### config.mk
export PLATFORM = sky130hd
export DESIGN_NAME = unique_id_set
export DESIGN_NICKNAME = d
export VERILOG_FILES = /design/src/design/uis_pkg.sv /design/src/design/uis_ram.sv /design/src/design/uis_datapath.sv /design/src/design/uis_ctrl.sv /design/src/design/unique_id_set.sv
export SDC_FILE = /design/constraint.sdc
export NUM_CORES = 1
export LEC_CHECK = 0
export ABC_AREA = 1
export BUFFER_PORTS_ARGS = -buffer_cell sky130_fd_sc_hd__buf_2
export CORE_ASPECT_RATIO = 1.2
export CORE_MARGIN = 2
export CORE_UTILIZATION = 40
export DETAILED_ROUTE_END_ITERATION = 10
export GPL_TIMING_DRIVEN = 0
export PLACE_DENSITY = 0.61
export SLEW_MARGIN = 20
export SYNTH_ARGS = -nofsm -noshare
export SYNTH_HDL_FRONTEND = slang
export SYNTH_HIERARCHICAL = 1
export SYNTH_SLANG_ARGS = --single-unit
### constraint.sdc
create_clock -name clk -period 5.3 [get_ports clk]
set_clock_uncertainty 0.2 [all_clocks]
set_input_delay 0.265 -clock clk [delete_from_list [all_inputs] [get_ports clk]]
set_output_delay 0.265 -clock clk [all_outputs]
set_load 0.02 [all_outputs]
### src/design/uis_pkg.sv
// Shared constants, codes and controller/datapath interface types for the unique ID set.
package uis_pkg;

  localparam int CAPACITY = 16;
  localparam int IDX_W    = (CAPACITY > 1) ? $clog2(CAPACITY) : 1;
  localparam int CNT_W    = $clog2(CAPACITY + 1);
  localparam int ID_W     = 31;
  localparam int MODE_W   = 2;
  localparam int STATUS_W = 2;
  localparam int COUNT_W  = 5;

  localparam logic [MODE_W-1:0] MODE_INSERT = 2'd0;
  localparam logic [MODE_W-1:0] MODE_REMOVE = 2'd1;

  typedef enum logic [STATUS_W-1:0] {
    STATUS_OK   = 2'd0,
    STATUS_MISS = 2'd1,
    STATUS_FULL = 2'd2
  } status_t;

  typedef enum logic [2:0] {
    S_IDLE,
    S_SCAN_RD,
    S_SCAN_CMP,
    S_DECIDE,
    S_SHIFT_RD,
    S_SHIFT_WR,
    S_RESULT
  } state_t;

  typedef struct packed {
    logic    load;
    logic    rd_scan;
    logic    cmp;
    logic    rd_next;
    logic    wr_shift;
    logic    do_insert;
    logic    dec_count;
    logic    set_status;
    status_t status_code;
    logic    load_result;
  } ctrl_cmd_t;

  typedef struct packed {
    logic [MODE_W-1:0] mode;
    logic              found;
    logic              match;
    logic              idx_lt_count;
    logic              next_lt_count;
    logic              full;
    logic              res_free;
  } dp_stat_t;

endpackage

### src/design/uis_ram.sv
// Generic single-write, single-read RAM with registered read data.
module uis_ram #(
  parameter int WIDTH = 32,
  parameter int DEPTH = 16
) (
  input  logic                                       clk,
  input  logic                                       wr_en,
  input  logic [((DEPTH > 1) ? $clog2(DEPTH) : 1)-1:0] wr_addr,
  input  logic [WIDTH-1:0]                           wr_data,
  input  logic                                       rd_en,
  input  logic [((DEPTH > 1) ? $clog2(DEPTH) : 1)-1:0] rd_addr,
  output logic [WIDTH-1:0]                           rd_data
);

  logic [WIDTH-1:0] mem [DEPTH];

  always_ff @(posedge clk) begin
    if (wr_en) begin
      mem[wr_addr] <= wr_data;
    end
    if (rd_en) begin
      rd_data <= mem[rd_addr];
    end
  end

endmodule

### src/design/uis_datapath.sv
// Datapath: entry store, scan index, entry count, status and result register.
module uis_datapath (
  input  logic                         clk,
  input  logic                         rst,
  input  logic [uis_pkg::MODE_W-1:0]   mode,
  input  logic [uis_pkg::ID_W-1:0]     id_value,
  input  uis_pkg::ctrl_cmd_t           cmd,
  output uis_pkg::dp_stat_t            stat,
  output logic                         out_valid,
  input  logic                         out_ready,
  output logic [uis_pkg::STATUS_W-1:0] status,
  output logic [uis_pkg::COUNT_W-1:0]  entry_count
);
  import uis_pkg::*;

  logic [MODE_W-1:0]  mode_q;
  logic [ID_W-1:0]    id_q;
  logic [CNT_W-1:0]   idx;
  logic [CNT_W-1:0]   idx_inc;
  logic [CNT_W-1:0]   count;
  logic               found;
  status_t            status_q;
  status_t            status_r;
  logic [COUNT_W-1:0] entry_count_r;

  logic               rd_en;
  logic [IDX_W-1:0]   rd_addr;
  logic [ID_W-1:0]    rd_data;
  logic               wr_en;
  logic [IDX_W-1:0]   wr_addr;
  logic [ID_W-1:0]    wr_data;

  assign idx_inc = idx + CNT_W'(1);

  assign rd_en   = cmd.rd_scan | cmd.rd_next;
  assign rd_addr = cmd.rd_next ? idx_inc[IDX_W-1:0] : idx[IDX_W-1:0];
  assign wr_en   = cmd.do_insert | cmd.wr_shift;
  assign wr_addr = cmd.do_insert ? count[IDX_W-1:0] : idx[IDX_W-1:0];
  assign wr_data = cmd.do_insert ? id_q : rd_data;

  uis_ram #(
    .WIDTH (ID_W),
    .DEPTH (CAPACITY)
  ) u_store (
    .clk     (clk),
    .wr_en   (wr_en),
    .wr_addr (wr_addr),
    .wr_data (wr_data),
    .rd_en   (rd_en),
    .rd_addr (rd_addr),
    .rd_data (rd_data)
  );

  always_comb begin
    stat.mode          = mode_q;
    stat.found         = found;
    stat.match         = (rd_data == id_q);
    stat.idx_lt_count  = (idx < count);
    stat.next_lt_count = (idx_inc < count);
    stat.full          = (count == CNT_W'(CAPACITY));
    stat.res_free      = ~out_valid | out_ready;
  end

  always_ff @(posedge clk) begin
    if (cmd.load) begin
      mode_q <= mode;
      id_q   <= id_value;
    end
    if (cmd.set_status) begin
      status_q <= cmd.status_code;
    end
    if (cmd.load_result) begin
      status_r      <= status_q;
      entry_count_r <= COUNT_W'(count);
    end
  end

  always_ff @(posedge clk) begin
    if (rst) begin
      idx   <= '0;
      found <= 1'b0;
    end else if (cmd.load) begin
      idx   <= '0;
      found <= 1'b0;
    end else if (cmd.cmp) begin
      if (stat.match) begin
        found <= 1'b1;
      end else begin
        idx <= idx_inc;
      end
    end else if (cmd.wr_shift) begin
      idx <= idx_inc;
    end
  end

  always_ff @(posedge clk) begin
    if (rst) begin
      count <= '0;
    end else if (cmd.do_insert) begin
      count <= count + CNT_W'(1);
    end else if (cmd.dec_count) begin
      count <= count - CNT_W'(1);
    end
  end

  always_ff @(posedge clk) begin
    if (rst) begin
      out_valid <= 1'b0;
    end else if (cmd.load_result) begin
      out_valid <= 1'b1;
    end else if (out_ready) begin
      out_valid <= 1'b0;
    end
  end

  assign status      = status_r;
  assign entry_count = entry_count_r;

endmodule

### src/design/uis_ctrl.sv
// Controller: sequences scan, insert, remove-with-shift and result transfer.
module uis_ctrl (
  input  logic               clk,
  input  logic               rst,
  input  logic               in_valid,
  output logic               in_ready,
  output uis_pkg::ctrl_cmd_t cmd,
  input  uis_pkg::dp_stat_t  stat
);
  import uis_pkg::*;

  state_t state;
  state_t state_next;

  always_ff @(posedge clk) begin
    if (rst) begin
      state <= S_IDLE;
    end else begin
      state <= state_next;
    end
  end

  always_comb begin
    state_next = state;
    case (state)
      S_IDLE: begin
        if (in_valid) begin
          state_next = S_SCAN_RD;
        end
      end
      S_SCAN_RD: begin
        state_next = stat.idx_lt_count ? S_SCAN_CMP : S_DECIDE;
      end
      S_SCAN_CMP: begin
        state_next = stat.match ? S_DECIDE : S_SCAN_RD;
      end
      S_DECIDE: begin
        if (stat.mode == MODE_REMOVE && stat.found) begin
          state_next = S_SHIFT_RD;
        end else begin
          state_next = S_RESULT;
        end
      end
      S_SHIFT_RD: begin
        state_next = stat.next_lt_count ? S_SHIFT_WR : S_RESULT;
      end
      S_SHIFT_WR: begin
        state_next = S_SHIFT_RD;
      end
      S_RESULT: begin
        if (stat.res_free) begin
          state_next = S_IDLE;
        end
      end
      default: begin
        state_next = S_IDLE;
      end
    endcase
  end

  always_comb begin
    cmd      = '0;
    in_ready = 1'b0;
    case (state)
      S_IDLE: begin
        in_ready = 1'b1;
        cmd.load = in_valid;
      end
      S_SCAN_RD: begin
        cmd.rd_scan = stat.idx_lt_count;
      end
      S_SCAN_CMP: begin
        cmd.cmp = 1'b1;
      end
      S_DECIDE: begin
        cmd.set_status = 1'b1;
        if (stat.mode == MODE_INSERT) begin
          if (stat.found) begin
            cmd.status_code = STATUS_MISS;
          end else if (stat.full) begin
            cmd.status_code = STATUS_FULL;
          end else begin
            cmd.status_code = STATUS_OK;
            cmd.do_insert   = 1'b1;
          end
        end else begin
          cmd.status_code = stat.found ? STATUS_OK : STATUS_MISS;
        end
      end
      S_SHIFT_RD: begin
        if (stat.next_lt_count) begin
          cmd.rd_next = 1'b1;
        end else begin
          cmd.dec_count = 1'b1;
        end
      end
      S_SHIFT_WR: begin
        cmd.wr_shift = 1'b1;
      end
      S_RESULT: begin
        cmd.load_result = stat.res_free;
      end
      default: begin
        cmd = '0;
      end
    endcase
  end

endmodule

### src/design/unique_id_set.sv
// Top level of the unique ID set: controller plus datapath.
// Holds up to CAPACITY unique 31-bit IDs in insertion order in a single-port-read RAM.
// Each input transfer gives one result transfer (status and entry count after the
// operation). The membership scan visits the held entries in order, each with one
// RAM read plus one compare, and stops at a match; on a miss it visits all of them.
// A successful removal then shifts each entry after the removed one down by one
// place, with one RAM read and one write per entry, and ends the pass with a step
// that lowers the entry count. The next input transfer is taken once the result
// sits in the output register, while that result still waits. The store needs no
// clearing after reset; the entry count starts at zero.
module unique_id_set (
  input  logic                         clk,
  input  logic                         rst,
  input  logic                         in_valid,
  output logic                         in_ready,
  input  logic [uis_pkg::MODE_W-1:0]   mode,
  input  logic [uis_pkg::ID_W-1:0]     id_value,
  output logic                         out_valid,
  input  logic                         out_ready,
  output logic [uis_pkg::STATUS_W-1:0] status,
  output logic [uis_pkg::COUNT_W-1:0]  entry_count
);
  import uis_pkg::*;

  ctrl_cmd_t cmd;
  dp_stat_t  stat;

  uis_ctrl u_ctrl (
    .clk      (clk),
    .rst      (rst),
    .in_valid (in_valid),
    .in_ready (in_ready),
    .cmd      (cmd),
    .stat     (stat)
  );

  uis_datapath u_datapath (
    .clk         (clk),
    .rst         (rst),
    .mode        (mode),
    .id_value    (id_value),
    .cmd         (cmd),
    .stat        (stat),
    .out_valid   (out_valid),
    .out_ready   (out_ready),
    .status      (status),
    .entry_count (entry_count)
  );

endmodule

# After elaboration in Yosys (flattened, before gate mapping)
# Memory sizes are Yosys's and may differ from the RTL's. A register that Yosys moved wholly into a read port is not among the register bits.
# Index checks and enable logic that the tools add are counted.
# op_classes
n_eq_ne	12
order_cmp	2
reduce_logical	10
add_sub_neg	3
bitwise_logic	4
n_mux	38
# ops
operator	n
$eq 31x31->1	1
$mux 31	1
$mux 5	5
$pmux 3 s7	1
$mux 1	20
$mux 2	6
$add 5x1->5 const B	2
$lt 5x5->1	2
$eq 3x3->1 const B	3
$mux 3	3
$mux 4	2
$eq 3x2->1 const B	2
$reduce_and 2->1	3
$reduce_bool 2->1	3
$eq 5x5->1 const B	1
$sub 5x1->5 const B	1
$ne 2x2->1 const B	2
$eq 3x1->1 const B	1
$logic_not 3->1	1
$or 1x1->1	3
$eq 2x1->1 const B	1
$logic_not 2->1	1
$ne 2x1->1 const B	1
$reduce_or 2->1	1
other kinds (2)	2
# totals
register_bits	57
out_inout_bits	9
ram_bits	496
mem_count	1
in_bits	37
# memory_table
memory	words	width	rd	rd_clocked_by_memory_dff	write_ports	line_no	text
u_datapath.u_store.mem	16	31	1	1	1	uis_ram.sv:15	logic [WIDTH-1:0] mem [DEPTH];

# Longest topological paths before layout
# Gate-level depths: netlist of the first run.
# depth
depth_word	8
ltp_mapped	21
mapped_depth_nobuf	17

# By module
# Netlist of the first run, hierarchy kept.
# by_module_without_submodules
mod	n_inst	area_each_um2	cells_each
uis_ram	1	22336.4	2054
uis_datapath	1	3016.6	363
uis_ctrl	1	310.3	56

# Worst setup path before layout of the first run
# No wires, ideal clock.
# synth_timing
kind	reg-to-reg
startpoint	register u_ctrl.state[2]
endpoint	register u_datapath.found
path_stages_with_launch	7
setup_slack_ps	1359
arrival_time_ps	3618
cell_sequence	dfxtp_1 buf_6 nor2_1 inv_1 nor3_1 nor2_1 a21boi_0
# synth_rtl
element	line_no	text
from (decl)	uis_ctrl.sv:12	state_t state;
from (signal assigned)	uis_ctrl.sv:19	state <= state_next;
to (signal assigned)	uis_datapath.sv:81	found <= 1'b0;
to (signal assigned)	uis_datapath.sv:84	found <= 1'b0;
to (signal assigned)	uis_datapath.sv:87	found <= 1'b1;
to (decl)	uis_datapath.sv:21	logic found;

==> results of run 1 <==
==> layout by cell type (no fill, tap or decap), types with 3 or more instances in the layout <==
| cell type | Yosys | routed |
|---|---|---|
| inv_1 | 427 | 427 |
| nor2_1 | 51 | 35 |
| nand4_1 | 4 | 4 |
| xnor2_1 | 21 | 21 |
| buf_2 | 39 | 84 |
| buf_4 | 13 | 19 |
| buf_16 | 0 | 19 |
| dfxtp_1 | 15 | 15 |
| nand2_1 | 808 | 808 |
| or2_2 | 3 | 3 |
| dlygate4sd3_1 | 0 | 37 |
| xor2_1 | 6 | 6 |
| clkinv_1 | 0 | 16 |
| a21oi_1 | 14 | 14 |
| inv_6 | 1 | 4 |
| nand3_1 | 384 | 384 |
| clkbuf_16 | 0 | 58 |
| nor2_4 | 1 | 17 |
| o21ai_1 | 1 | 10 |
| clkinv_2 | 0 | 7 |
| edfxtp_1 | 569 | 569 |
| clkbuf_1 | 17 | 25 |
| buf_6 | 27 | 28 |
| buf_1 | 16 | 16 |
| nor3_1 | 5 | 4 |
| bufinv_16 | 0 | 8 |
| o21ai_0 | 24 | 14 |
| buf_12 | 1 | 6 |
| ha_1 | 12 | 12 |
| clkinvlp_4 | 0 | 6 |
==> registers in the layout (all words and copies together) (netlist names) <==
signal	cells
u_datapath/count	5
u_ctrl/state	3
u_datapath/u_store/rd_data	31
u_datapath/status	2
u_datapath/id_q	31
u_datapath/found	1
u_datapath/out_valid	1
u_datapath/idx	5
u_datapath/mode_q	2
u_datapath/entry_count	5
u_datapath/status_q	2
u_datapath/u_store/mem	496
==> per-layer routing <==
layer,part of all wire,global-route usage
met1,0.39,0.297
met3,0.099,0.0331
met5,0,0
met4,0.045,0.101
met2,0.47,0.378
==> where the power goes <==
group	internal, W	total (W)	switching (W)
Combinational	0.000532	0.00192	0.00139
Clock	0.00239	0.00417	0.00178
Sequential	0.00540	0.00549	0.0000883
Total	0.00833	0.0116	0.00325
==> worst min-delay path by stage <==
| stage | cells past startpoint | endpoint | start | slack [ns] |
|---|---|---|---|---|
| finish | 2 | u_datapath/id_q[9]$_DFFE_PP_ | id_value[9] | 0.13 |
| global route | 2 | u_datapath/id_q[10]$_DFFE_PP_ | id_value[10] | 0.13 |
| CTS | 2 | u_datapath/id_q[9]$_DFFE_PP_ | id_value[9] | 0.10 |
| detailed placement | 0 | u_datapath/status[0]$_DFFE_PP_ | u_datapath/status_q[0]$_DFFE_PP_ | 0.21 |
| global placement | 0 | u_datapath/status[1]$_DFFE_PP_ | u_datapath/status_q[1]$_DFFE_PP_ | 0.20 |
| floorplan | 1 | u_ctrl/state[1]$_SDFFE_PP0P_ | rst | 0.13 |
==> layout make-up <==
cell class / count / share of cell area
clock buffers: 66 / 0.0494
well taps: 824 / 0.0343
multi-input cells: 1346 / 0.201
plain buffers: 113 / 0.0247
repair buffers: 114 / 0.0430
inverters: 430 / 0.0540
clock inverters: 41 / 0.0141
flip-flops and latches: 584 / 0.579
==> through the flow <==
| step | setup WS, ns | total power (W) | hold slack (ns) | std cells | utilization |
|---|---|---|---|---|---|
| 2_1_floorplan | 1.36 | 0.00669 | 0.134 | 2473 | - |
| 3_3_place_gp | -1.95 | 0.00738 | 0.203 | 3342 | 0.424 |
| 3_5_place_dp | 0.554 | 0.00745 | 0.207 | 3374 | 0.437 |
| 4_1_cts | 0.544 | 0.0116 | 0.103 | 3518 | 0.473 |
| 5_1_grt | 0.273 | 0.0120 | 0.127 | 3518 | 0.473 |
| 6_report | 0.390 | 0.0116 | 0.133 | 3518 | 0.473 |
==> synthesized netlist by cell type <==
library cell and instances:
nand2_1 808, edfxtp_1 569, inv_1 427, nand3_1 384
nor2_1 51, buf_2 39, buf_6 27, o21ai_0 24
xnor2_1 21, clkbuf_1 17, buf_1 16, dfxtp_1 15
a21oi_1 14, buf_4 13, ha_1 12, xor2_1 6
nor3_1 5, nand4_1 4, or2_2 3, a2111oi_0 2
nand2_2 2, nand3b_1 2, a21boi_0 1, buf_12 1
fa_1 1, inv_2 1, inv_4 1, inv_6 1
nand2_4 1, nand3_2 1, nor2_2 1, nor2_4 1
nor4_1 1, o21ai_1 1
==> kinds of logic after synthesis <==
family                     Yosys count
DFF                                584
and+or+nand+nor                   1264
buffers and inverters              543
xor gates and xnor gates            27
AOI/OAI and AO/OA                   42
adders and majority gates           13
==> results.txt, run 1 <==
Post-CTS Resized -> 0
vias per inst -> 5.15
XOR/XNOR share of the synthesized area -> 0.00921
PD cells -> 386 nW/um^2
Mean Syn Cell Area -> 10.4 sq um
CP max stage cell -> clkbuf_1
RR Endpoint -> u_datapath/u_store/rd_data[24]$_DFFE_PP_
# diodes -> 0
CP Buf/Inv Count -> 4
unrepaired setup endpoints after global routing -> false
Setup crit end -> u_datapath/u_store/rd_data[24]$_DFFE_PP_
Synth Area in Compound Gates -> 0.00858
Register Area -> 17400 sq um
post-synthesis adder-cell area fraction -> 0.00663
CTS tree -> yes
PortBufs -> 45
global placer's final weighted congestion -> 0.857
post-synthesis simple-gate area fraction -> 0.206
initial cell density of the core -> 0.405
htree depth -> 2
final slew viol count -> 0
placed cell area -> 27700 sq um
post-route cell area -> 30000 sq um
antenna violations before repair -> 0
Cells after Synth -> 2473
TNS Setup -> 0 ns
CP most frequent cell -> nand3_1
CP endpoint kind -> register
LEAKAGE -> 12.5 nW
arrival time worst endpoint -> 5.20 ns
fill count -> 5677
Yosys top cell area share -> 0.666
row cnt -> 101
DRT Wirelength -> 75400 um
Syn Nets -> 2523
critical path type -> reg2reg
reg2reg start -> u_datapath/idx[0]$_SDFFE_PP0P_
chip height -> 281 um
Synth Cell Area -> 25700 sq um
# DRC -> 1
Detailed Route Iter0 Violations -> 2111
clock sinks -> 584
post-route clock period utilization -> 0.926
Slew HR -> 0.218
clock buffer depth -> 3
Worst-Skew Late Latency -> 0.64 ns
crit-path max FO -> 10
CP max stage delay -> 0.86 ns
worst-case reg-to-reg path depth -> 17
worst slew pin tran -> 1.17 ns
Worst EP required -> 5.59 ns
layout cells sized above 1 -> 0.100
maxcap violations -> 0
Worst-path clk slew -> 0.07 ns
CTS Buf Count -> 58
post-CTS setup buffer count -> 0
Root Driver -> clkbuf_16
cts hold-fix bufs -> 37
hold crit path type -> in2reg
yosys synthesis warning count -> 6
routed length per instance -> 21.4 um
sequential area share after synthesis -> 0.677
Vias -> 18100
critical path's top delay family -> buffers and inverters
Final Critical Period -> 4.91 ns
largest net degree at the start of global routing -> 32
failing checks -> design-rule violations
Die X -> 235 um
FMAX -> 204 MHz
Nets -> 2697
Final Hold Fails -> 0
final setup fails -> 0
Startpoint Class -> register
cell accounting for the most synthesized area -> edfxtp_1
library cells used by synthesis -> 34
Core Area -> 63400 sq um
CP startpoint -> u_datapath/idx[0]$_SDFFE_PP0P_
HPWL Detailed -> 50300 um
synthesis-to-layout area growth -> 17.0%
first-pass GRT wire length -> 110000 um
largest family of logic cells by synthesized area -> simple AND/OR/NAND/NOR gates
Post-DRT Antenna Nets -> 0
GRT Total Usage -> 0.227
r2r setup slk -> 0.39 ns
multiplexer area fraction after synthesis -> 0
total die area -> 66200 sq um
status -> finished with violations
VDD IR max -> 237 uV
Yosys reg bits -> 584
stages on the worst setup path -> 17
Synth area leaders -> edfxtp_1 (67%), nand2_1 (12%), nand3_1 (7.5%), inv_1 (6.2%), buf_6 (1.2%)
crit-path cells -> ha_1, xor2_1, ha_1, a21oi_1, nor2_1, a2111oi_0, nand3_1, inv_1, clkbuf_1, nand2_1, o21ai_0, buf_4, clkbuf_1, nand3_1, nand3_1, nand3_1, nand2_1
area of the multi-input gates -> 6040 sq um
GR Overflow Total -> 0
number of global-route vias before repair -> 17300
# IOs -> 46
detailed-router iteration count before antenna repair -> 10
No activity file was read; power rests on OpenSTA's default activity.
==> run 2: changes to the inputs <==
--- a/config.mk
+++ b/config.mk
@@ -5,7 +5,6 @@
 export SDC_FILE = /design/constraint.sdc
 export NUM_CORES = 1
 export LEC_CHECK = 0
-export ABC_AREA = 1
 export BUFFER_PORTS_ARGS = -buffer_cell sky130_fd_sc_hd__buf_2
 export CORE_ASPECT_RATIO = 1.2
 export CORE_MARGIN = 2
==> run 2 against run 1 <==
- critical path type unchanged
- sequential share of layout area is 6.0 points higher
- power is 13% lower
- cell count is 41% lower
- worst hold slack better by 0.022 ns
- non-clock buffer count is 47 lower
- area after synthesis is 10% lower
- flip-flop and latch count stayed put
- critical endpoint is now u_datapath/u_store/rd_data[3]$_DFFE_PP_
- wire length is 27% lower
- die area is 10% lower
- the flow now finishes without violations
- global-route usage is 4.0 points lower
==> results.txt, run 2 <==
VDD IR max -> 283 uV
# diodes -> 0
clock sinks -> 584
FMAX -> 208 MHz
antenna violations before repair -> 0
Post-CTS Resized -> 0
initial cell density of the core -> 0.403
post-CTS setup buffer count -> 0
prevailing post-synth register cell -> edfxtp_1
Root Driver -> clkbuf_16
CTS Buf Count -> 57
Synth Cell Area -> 23000 sq um
vias per inst -> 5.60
# IOs -> 46
Die X -> 223 um
biggest regs -> u_datapath/u_store/mem (496), u_datapath/id_q (31), u_datapath/u_store/rd_data (31)
Slew HR -> 0.322
library cells used by synthesis -> 50
Psw -> 0.00211 W
WHS Path Cells -> 2
chip height -> 267 um
routed length per instance -> 26.5 um
Largest register FFs -> 496
Syn Nets -> 1159
layout cells sized above 1 -> 0.289
Nets -> 1337
total die area -> 59500 sq um
ys async rst share -> 0
worst-case reg-to-reg path depth -> 16
Final Hold Fails -> 0
first-pass GRT wire length -> 80200 um
maxcap violations -> 0
largest reg by FF count -> u_datapath/u_store/mem
CTS tree -> yes
row cnt -> 96
Commonest cells post-synth -> edfxtp_1 (569), mux4_2 (124), a22oi_1 (62)
status -> finished, final reports clean
Net Sw Frac -> 0.210
critical path type -> reg2reg
arrival time worst endpoint -> 4.95 ns
sequential area share after synthesis -> 0.756
Clk network pwr share -> 0.429
Detailed Route Iter0 Violations -> 1313
top-count cell post-synth -> edfxtp_1
Post-synth EDFFs -> 569
Seq pwr share -> 0.516
Total Power -> 0.0100 W
Vias -> 11600
global placer's final weighted congestion -> 0.777
LEAKAGE -> 8.56 nW
CP Buf/Inv Count -> 4
CP most frequent cell -> ha_1
Synth area leaders -> edfxtp_1 (74%), mux4_2 (12%), a22oi_1 (2.0%), mux2_2 (1.8%), xnor2_1 (1.4%)
unrepaired setup endpoints after global routing -> false
critical path's top delay family -> buffers and inverters
GRT Total Usage -> 0.187
Worst-path clk slew -> 0.07 ns
hold crit path type -> in2reg
Int Pwr -> 0.00792 W
DRT Wirelength -> 54800 um
final setup fails -> 0
Startpoint Class -> register
worst slew pin tran -> 1.02 ns
detailed-router iteration count before antenna repair -> 5
htree depth -> 2
number of global-route vias before repair -> 11900
Final Critical Period -> 4.80 ns
Yosys reg bits -> 584
PD cells -> 369 nW/um^2
Post-DRT Antenna Nets -> 0
crit-path cells -> ha_1, ha_1, a21boi_0, o21a_1, o21ai_0, nand2b_1, a21oi_1, nand3_1, inv_1, mux2_2, buf_4, buf_2, clkbuf_1, mux4_2, a22oi_1, nand2_1
commonest non-fill, non-tap cell in the layout -> edfxtp_1
CP endpoint kind -> register
dpl ws -> 0.519 ns
Yosys top cell area share -> 0.743
GR Overflow Total -> 0
cell accounting for the most synthesized area -> edfxtp_1
crit-path max FO -> 10
Worst-Skew Late Latency -> 0.62 ns
synthesis-to-layout area growth -> 18.3%
Comb pwr share -> 0.055
largest net degree at the start of global routing -> 36
CP max stage delay -> 0.59 ns
CP max stage cell -> clkbuf_1
Mean Syn Cell Area -> 20.7 sq um
clock buffer depth -> 3
Worst EP required -> 5.45 ns
smallest setup slack after layout -> 0.501 ns
post-route clock period utilization -> 0.906
stages on the worst setup path -> 16
PortBufs -> 45
final slew viol count -> 0
Core Area -> 57100 sq um
HPWL Detailed -> 34200 um
Cells after Synth -> 1109
yosys synthesis warning count -> 6
commonest non-fill, non-tap cells in the layout -> edfxtp_1 (569), mux4_2 (124), a22oi_1 (62), buf_2 (60), clkbuf_16 (57)
cts hold-fix bufs -> 37
# DRC -> 0
==> run 2: path summary, 6_finish.rpt <==
| check | from | to | slack, ns |
|---|---|---|---|
| hold reg to reg | u_datapath/status_q[1]$_DFFE_PP_ | u_datapath/status[1]$_DFFE_PP_ | 0.23 |
| hold / removal | id_value[17] | u_datapath/id_q[17]$_DFFE_PP_ | 0.15 |
| setup / recovery | u_datapath/idx[1]$_SDFFE_PP0P_ | u_datapath/u_store/rd_data[3]$_DFFE_PP_ | 0.50 |
| setup reg to reg | u_datapath/idx[1]$_SDFFE_PP0P_ | u_datapath/u_store/rd_data[3]$_DFFE_PP_ | 0.50 |
==> run 2: cells by family after synthesis <==
logic type | Yosys count | synth area share
adders and majority gates | 13 | 0.00740
muxes | 161 | 0.139
buffers and inverters | 69 | 0.0157
DFF | 584 | 0.756
and+or+nand+nor | 144 | 0.0345
AOI/OAI and AO/OA | 97 | 0.0315
xor gates and xnor gates | 41 | 0.0156
==> run 2: layout make-up <==
| cell class | instances | area [sq um] |
|---|---|---|
| fill | 4606 | 29900 |
| sequential | 584 | 17400 |
| multi-input combinational | 456 | 5370 |
| clock buffer | 67 | 1480 |
| timing repair buffer | 119 | 1180 |
| tap | 735 | 920 |
| clock inverter | 40 | 505 |
| buffer | 61 | 330 |
| inverter | 8 | 30.0 |
==> run 2: power by group through the flow <==
stage	logic, W	registers, W	clock network, W
floorplan	0.000370	0.00526	0
global placement	0.000521	0.00528	0
detailed placement	0.000541	0.00528	0
CTS	0.000564	0.00518	0.00440
global route	0.000599	0.00518	0.00457
finish	0.000555	0.00518	0.00430
==> run 2: stage by stage <==
step           TNS [ns]   util  std cells  cell area [sq um]  hold slack (ns)
2_1_floorplan         0      -       1109              23000            0.134
3_3_place_gp    -746.51  0.423       1889              24100            0.207
3_5_place_dp          0  0.435       1926              24800            0.211
4_1_cts               0  0.477       2070              27200            0.118
5_1_grt               0  0.477       2070              27200            0.136
6_report              0  0.477       2070              27200            0.155
==> run 2: routing by layer <==
metal  global-route usage  share of wire  vias to the layer above
met5                    0              0                        -
met3               0.0277          0.054                       75
met4               0.0493          0.019                        0
met1                0.252           0.42                     6207
li1                     -              -                     4957
met2                0.318           0.50                      355
==> run 3: changes to the inputs <==
--- a/config.mk
+++ b/config.mk
@@ -5,7 +5,7 @@
 export SDC_FILE = /design/constraint.sdc
 export NUM_CORES = 1
 export LEC_CHECK = 0
-export BUFFER_PORTS_ARGS = -buffer_cell sky130_fd_sc_hd__buf_2
+export BUFFER_PORTS_ARGS = -buffer_cell sky130_fd_sc_hd__buf_4
 export CORE_ASPECT_RATIO = 1.2
 export CORE_MARGIN = 2
 export CORE_UTILIZATION = 40
==> run 3 against run 2 <==
- wire length increased by 0.15%
- design area increased by 0.10%
- cell count increased by 0.19%
- clock power decreased by 7.2%
- sequential power about the same
- sequential share of layout area decreased by 0.065 points
- worst setup slack improved by 0.025 ns
- register-to-register slack improved by 0.02 ns
- count of clock-buffer cells in the layout increased by 5
- global-route usage increased by 0.091 points
- die area unchanged
- power decreased by 3.0%
- largest cell class unchanged
- largest power group unchanged
==> results.txt, run 3 (synthesized netlist as in run 2, its figures left out) <==
status -> finished, final reports clean
FMAX -> 209 MHz
Root Driver -> clkbuf_16
clock buffer depth -> 3
DRT met1 WL -> 22100 um
htree depth -> 2
vias per inst -> 5.55
# diodes -> 0
unrepaired setup endpoints after global routing -> false
PD cells -> 357 nW/um^2
first-pass GRT wire length -> 80400 um
number of global-route vias before repair -> 12100
GRT Total Usage -> 0.188
Worst-Skew Late Latency -> 0.62 ns
final slew viol count -> 0
total die area -> 59500 sq um
smallest setup slack after layout -> 0.525 ns
Top Layer Used -> met4
Final Hold Fails -> 0
final hold slack -> 0.158 ns
post-route clock period utilization -> 0.901
final setup fails -> 0
GR Overflow Total -> 0
Startpoint Class -> register
Nets -> 1340
# IOs -> 46
Final Critical Period -> 4.77 ns
row cnt -> 96
Largest register FFs -> 496
commonest non-fill, non-tap cells in the layout -> edfxtp_1 (569), mux4_2 (124), a22oi_1 (62), buf_4 (61), clkbuf_16 (58)
Worst EP required -> 5.46 ns
Slew HR -> 0.356
Worst-path clk slew -> 0.07 ns
CTS Buf Count -> 58
Die X -> 223 um
final std cells w/o fill -> 2074
hold crit path type -> in2reg
Post-DRT Antenna Nets -> 0
synthesis-to-layout area growth -> 18.4%
PortBufs -> 45
initial cell density of the core -> 0.403
post-CTS setup buffer count -> 0
Total Power -> 0.00973 W
# DRC -> 0
CTS tree -> yes
routed length per instance -> 26.5 um
commonest non-fill, non-tap cell in the layout -> edfxtp_1
Detailed Route Iter0 Violations -> 1278
VDD IR max -> 246 uV
largest net degree at the start of global routing -> 36
worst slew pin tran -> 0.966 ns
largest reg by FF count -> u_datapath/u_store/mem
arrival time worst endpoint -> 4.93 ns
placed insts -> 1928
global placer's final weighted congestion -> 0.781
biggest regs -> u_datapath/u_store/mem (496), u_datapath/id_q (31), u_datapath/u_store/rd_data (31)
clock sinks -> 584
DRT Wirelength -> 54900 um
chip height -> 267 um
HPWL Detailed -> 34900 um
critical path type -> reg2reg
antenna violations before repair -> 0
crit-path max FO -> 10
CP endpoint kind -> register
LEAKAGE -> 8.55 nW
detailed-router iteration count before antenna repair -> 5
Core Area -> 57100 sq um
maxcap violations -> 0
met2 WL -> 28000 um
Vias -> 11500
layout cells sized above 1 -> 0.285
met3 WL -> 3280 um
dpl ws -> 0.516 ns
[run 3: cell count changes in the layout (fill, tap and decap cells not counted), sizes merged]
cell      before  now
buf          110  112
bufinv        11    5
clkbuf       100  105
clkinv        22   28
clkinvlp       2    1
inv           13   11
[run 3: final timing paths]
check / slack, ns / from / to / depth (start not counted)
setup / recovery: 0.53 / u_datapath/idx[1]$_SDFFE_PP0P_ / u_datapath/u_store/rd_data[3]$_DFFE_PP_ / 16
hold / removal: 0.16 / id_value[17] / u_datapath/id_q[17]$_DFFE_PP_ / 2
setup reg to reg: 0.53 / u_datapath/idx[1]$_SDFFE_PP0P_ / u_datapath/u_store/rd_data[3]$_DFFE_PP_ / 16
hold reg to reg: 0.22 / u_datapath/status_q[0]$_DFFE_PP_ / u_datapath/status[0]$_DFFE_PP_ / 0
[run 3: cell type report]
cell class / instances / area (sq um)
clock inverters: 37 / 323
flip-flops and latches: 584 / 17400
repair buffers: 121 / 1370
inverters: 8 / 30.0
well taps: 735 / 920
clock buffers: 72 / 1500
plain buffers: 61 / 330
multi-input cells: 456 / 5370
fillers: 4639 / 29800
[run 3: worst max-delay path, cell delays in order, from the launching register on]
cell	delay (ns)
dfxtp_1	0.50
ha_1	0.36
ha_1	0.30
a21boi_0	0.13
o21a_1	0.19
o21ai_0	0.14
nand2b_1	0.09
a21oi_1	0.22
nand3_1	0.13
inv_1	0.18
mux2_2	0.19
buf_4	0.16
buf_2	0.37
clkbuf_1	0.59
mux4_2	0.41
a22oi_1	0.27
nand2_1	0.09
[run 3: power breakdown]
part / internal, W / total (W) / leakage (nW) / switching, W
Sequential: 0.00514 / 0.00518 / 5.25 / 0.0000425
Combinational: 0.000249 / 0.000567 / 2.41 / 0.000318
Clock: 0.00226 / 0.00399 / 0.895 / 0.00173
Total: 0.00764 / 0.00973 / 8.55 / 0.00209
[run 3: through the flow]
step | area, sq um | setup TNS, ns | utilization
5_1_grt | 27200 | 0 | 0.477
3_5_place_dp | 25000 | 0 | 0.439
2_1_floorplan | 23000 | 0 | -
3_3_place_gp | 24300 | -783.34 | 0.425
4_1_cts | 27200 | 0 | 0.477
6_report | 27200 | 0 | 0.477
[run 3: layer usage]
metal | vias to the layer above | track usage
li1 | 4958 | -
met5 | - | 0
met3 | 88 | 0.0315
met1 | 6081 | 0.241
met2 | 384 | 0.325
met4 | 0 | 0.0628
[run 3: timing repair]
action / in CTS / in global routing
resized for setup: 0 / 0
endpoints found under the hold margin: 42 / 0
hold buffers: 37 / 0
setup endpoints to repair: 0 / 0
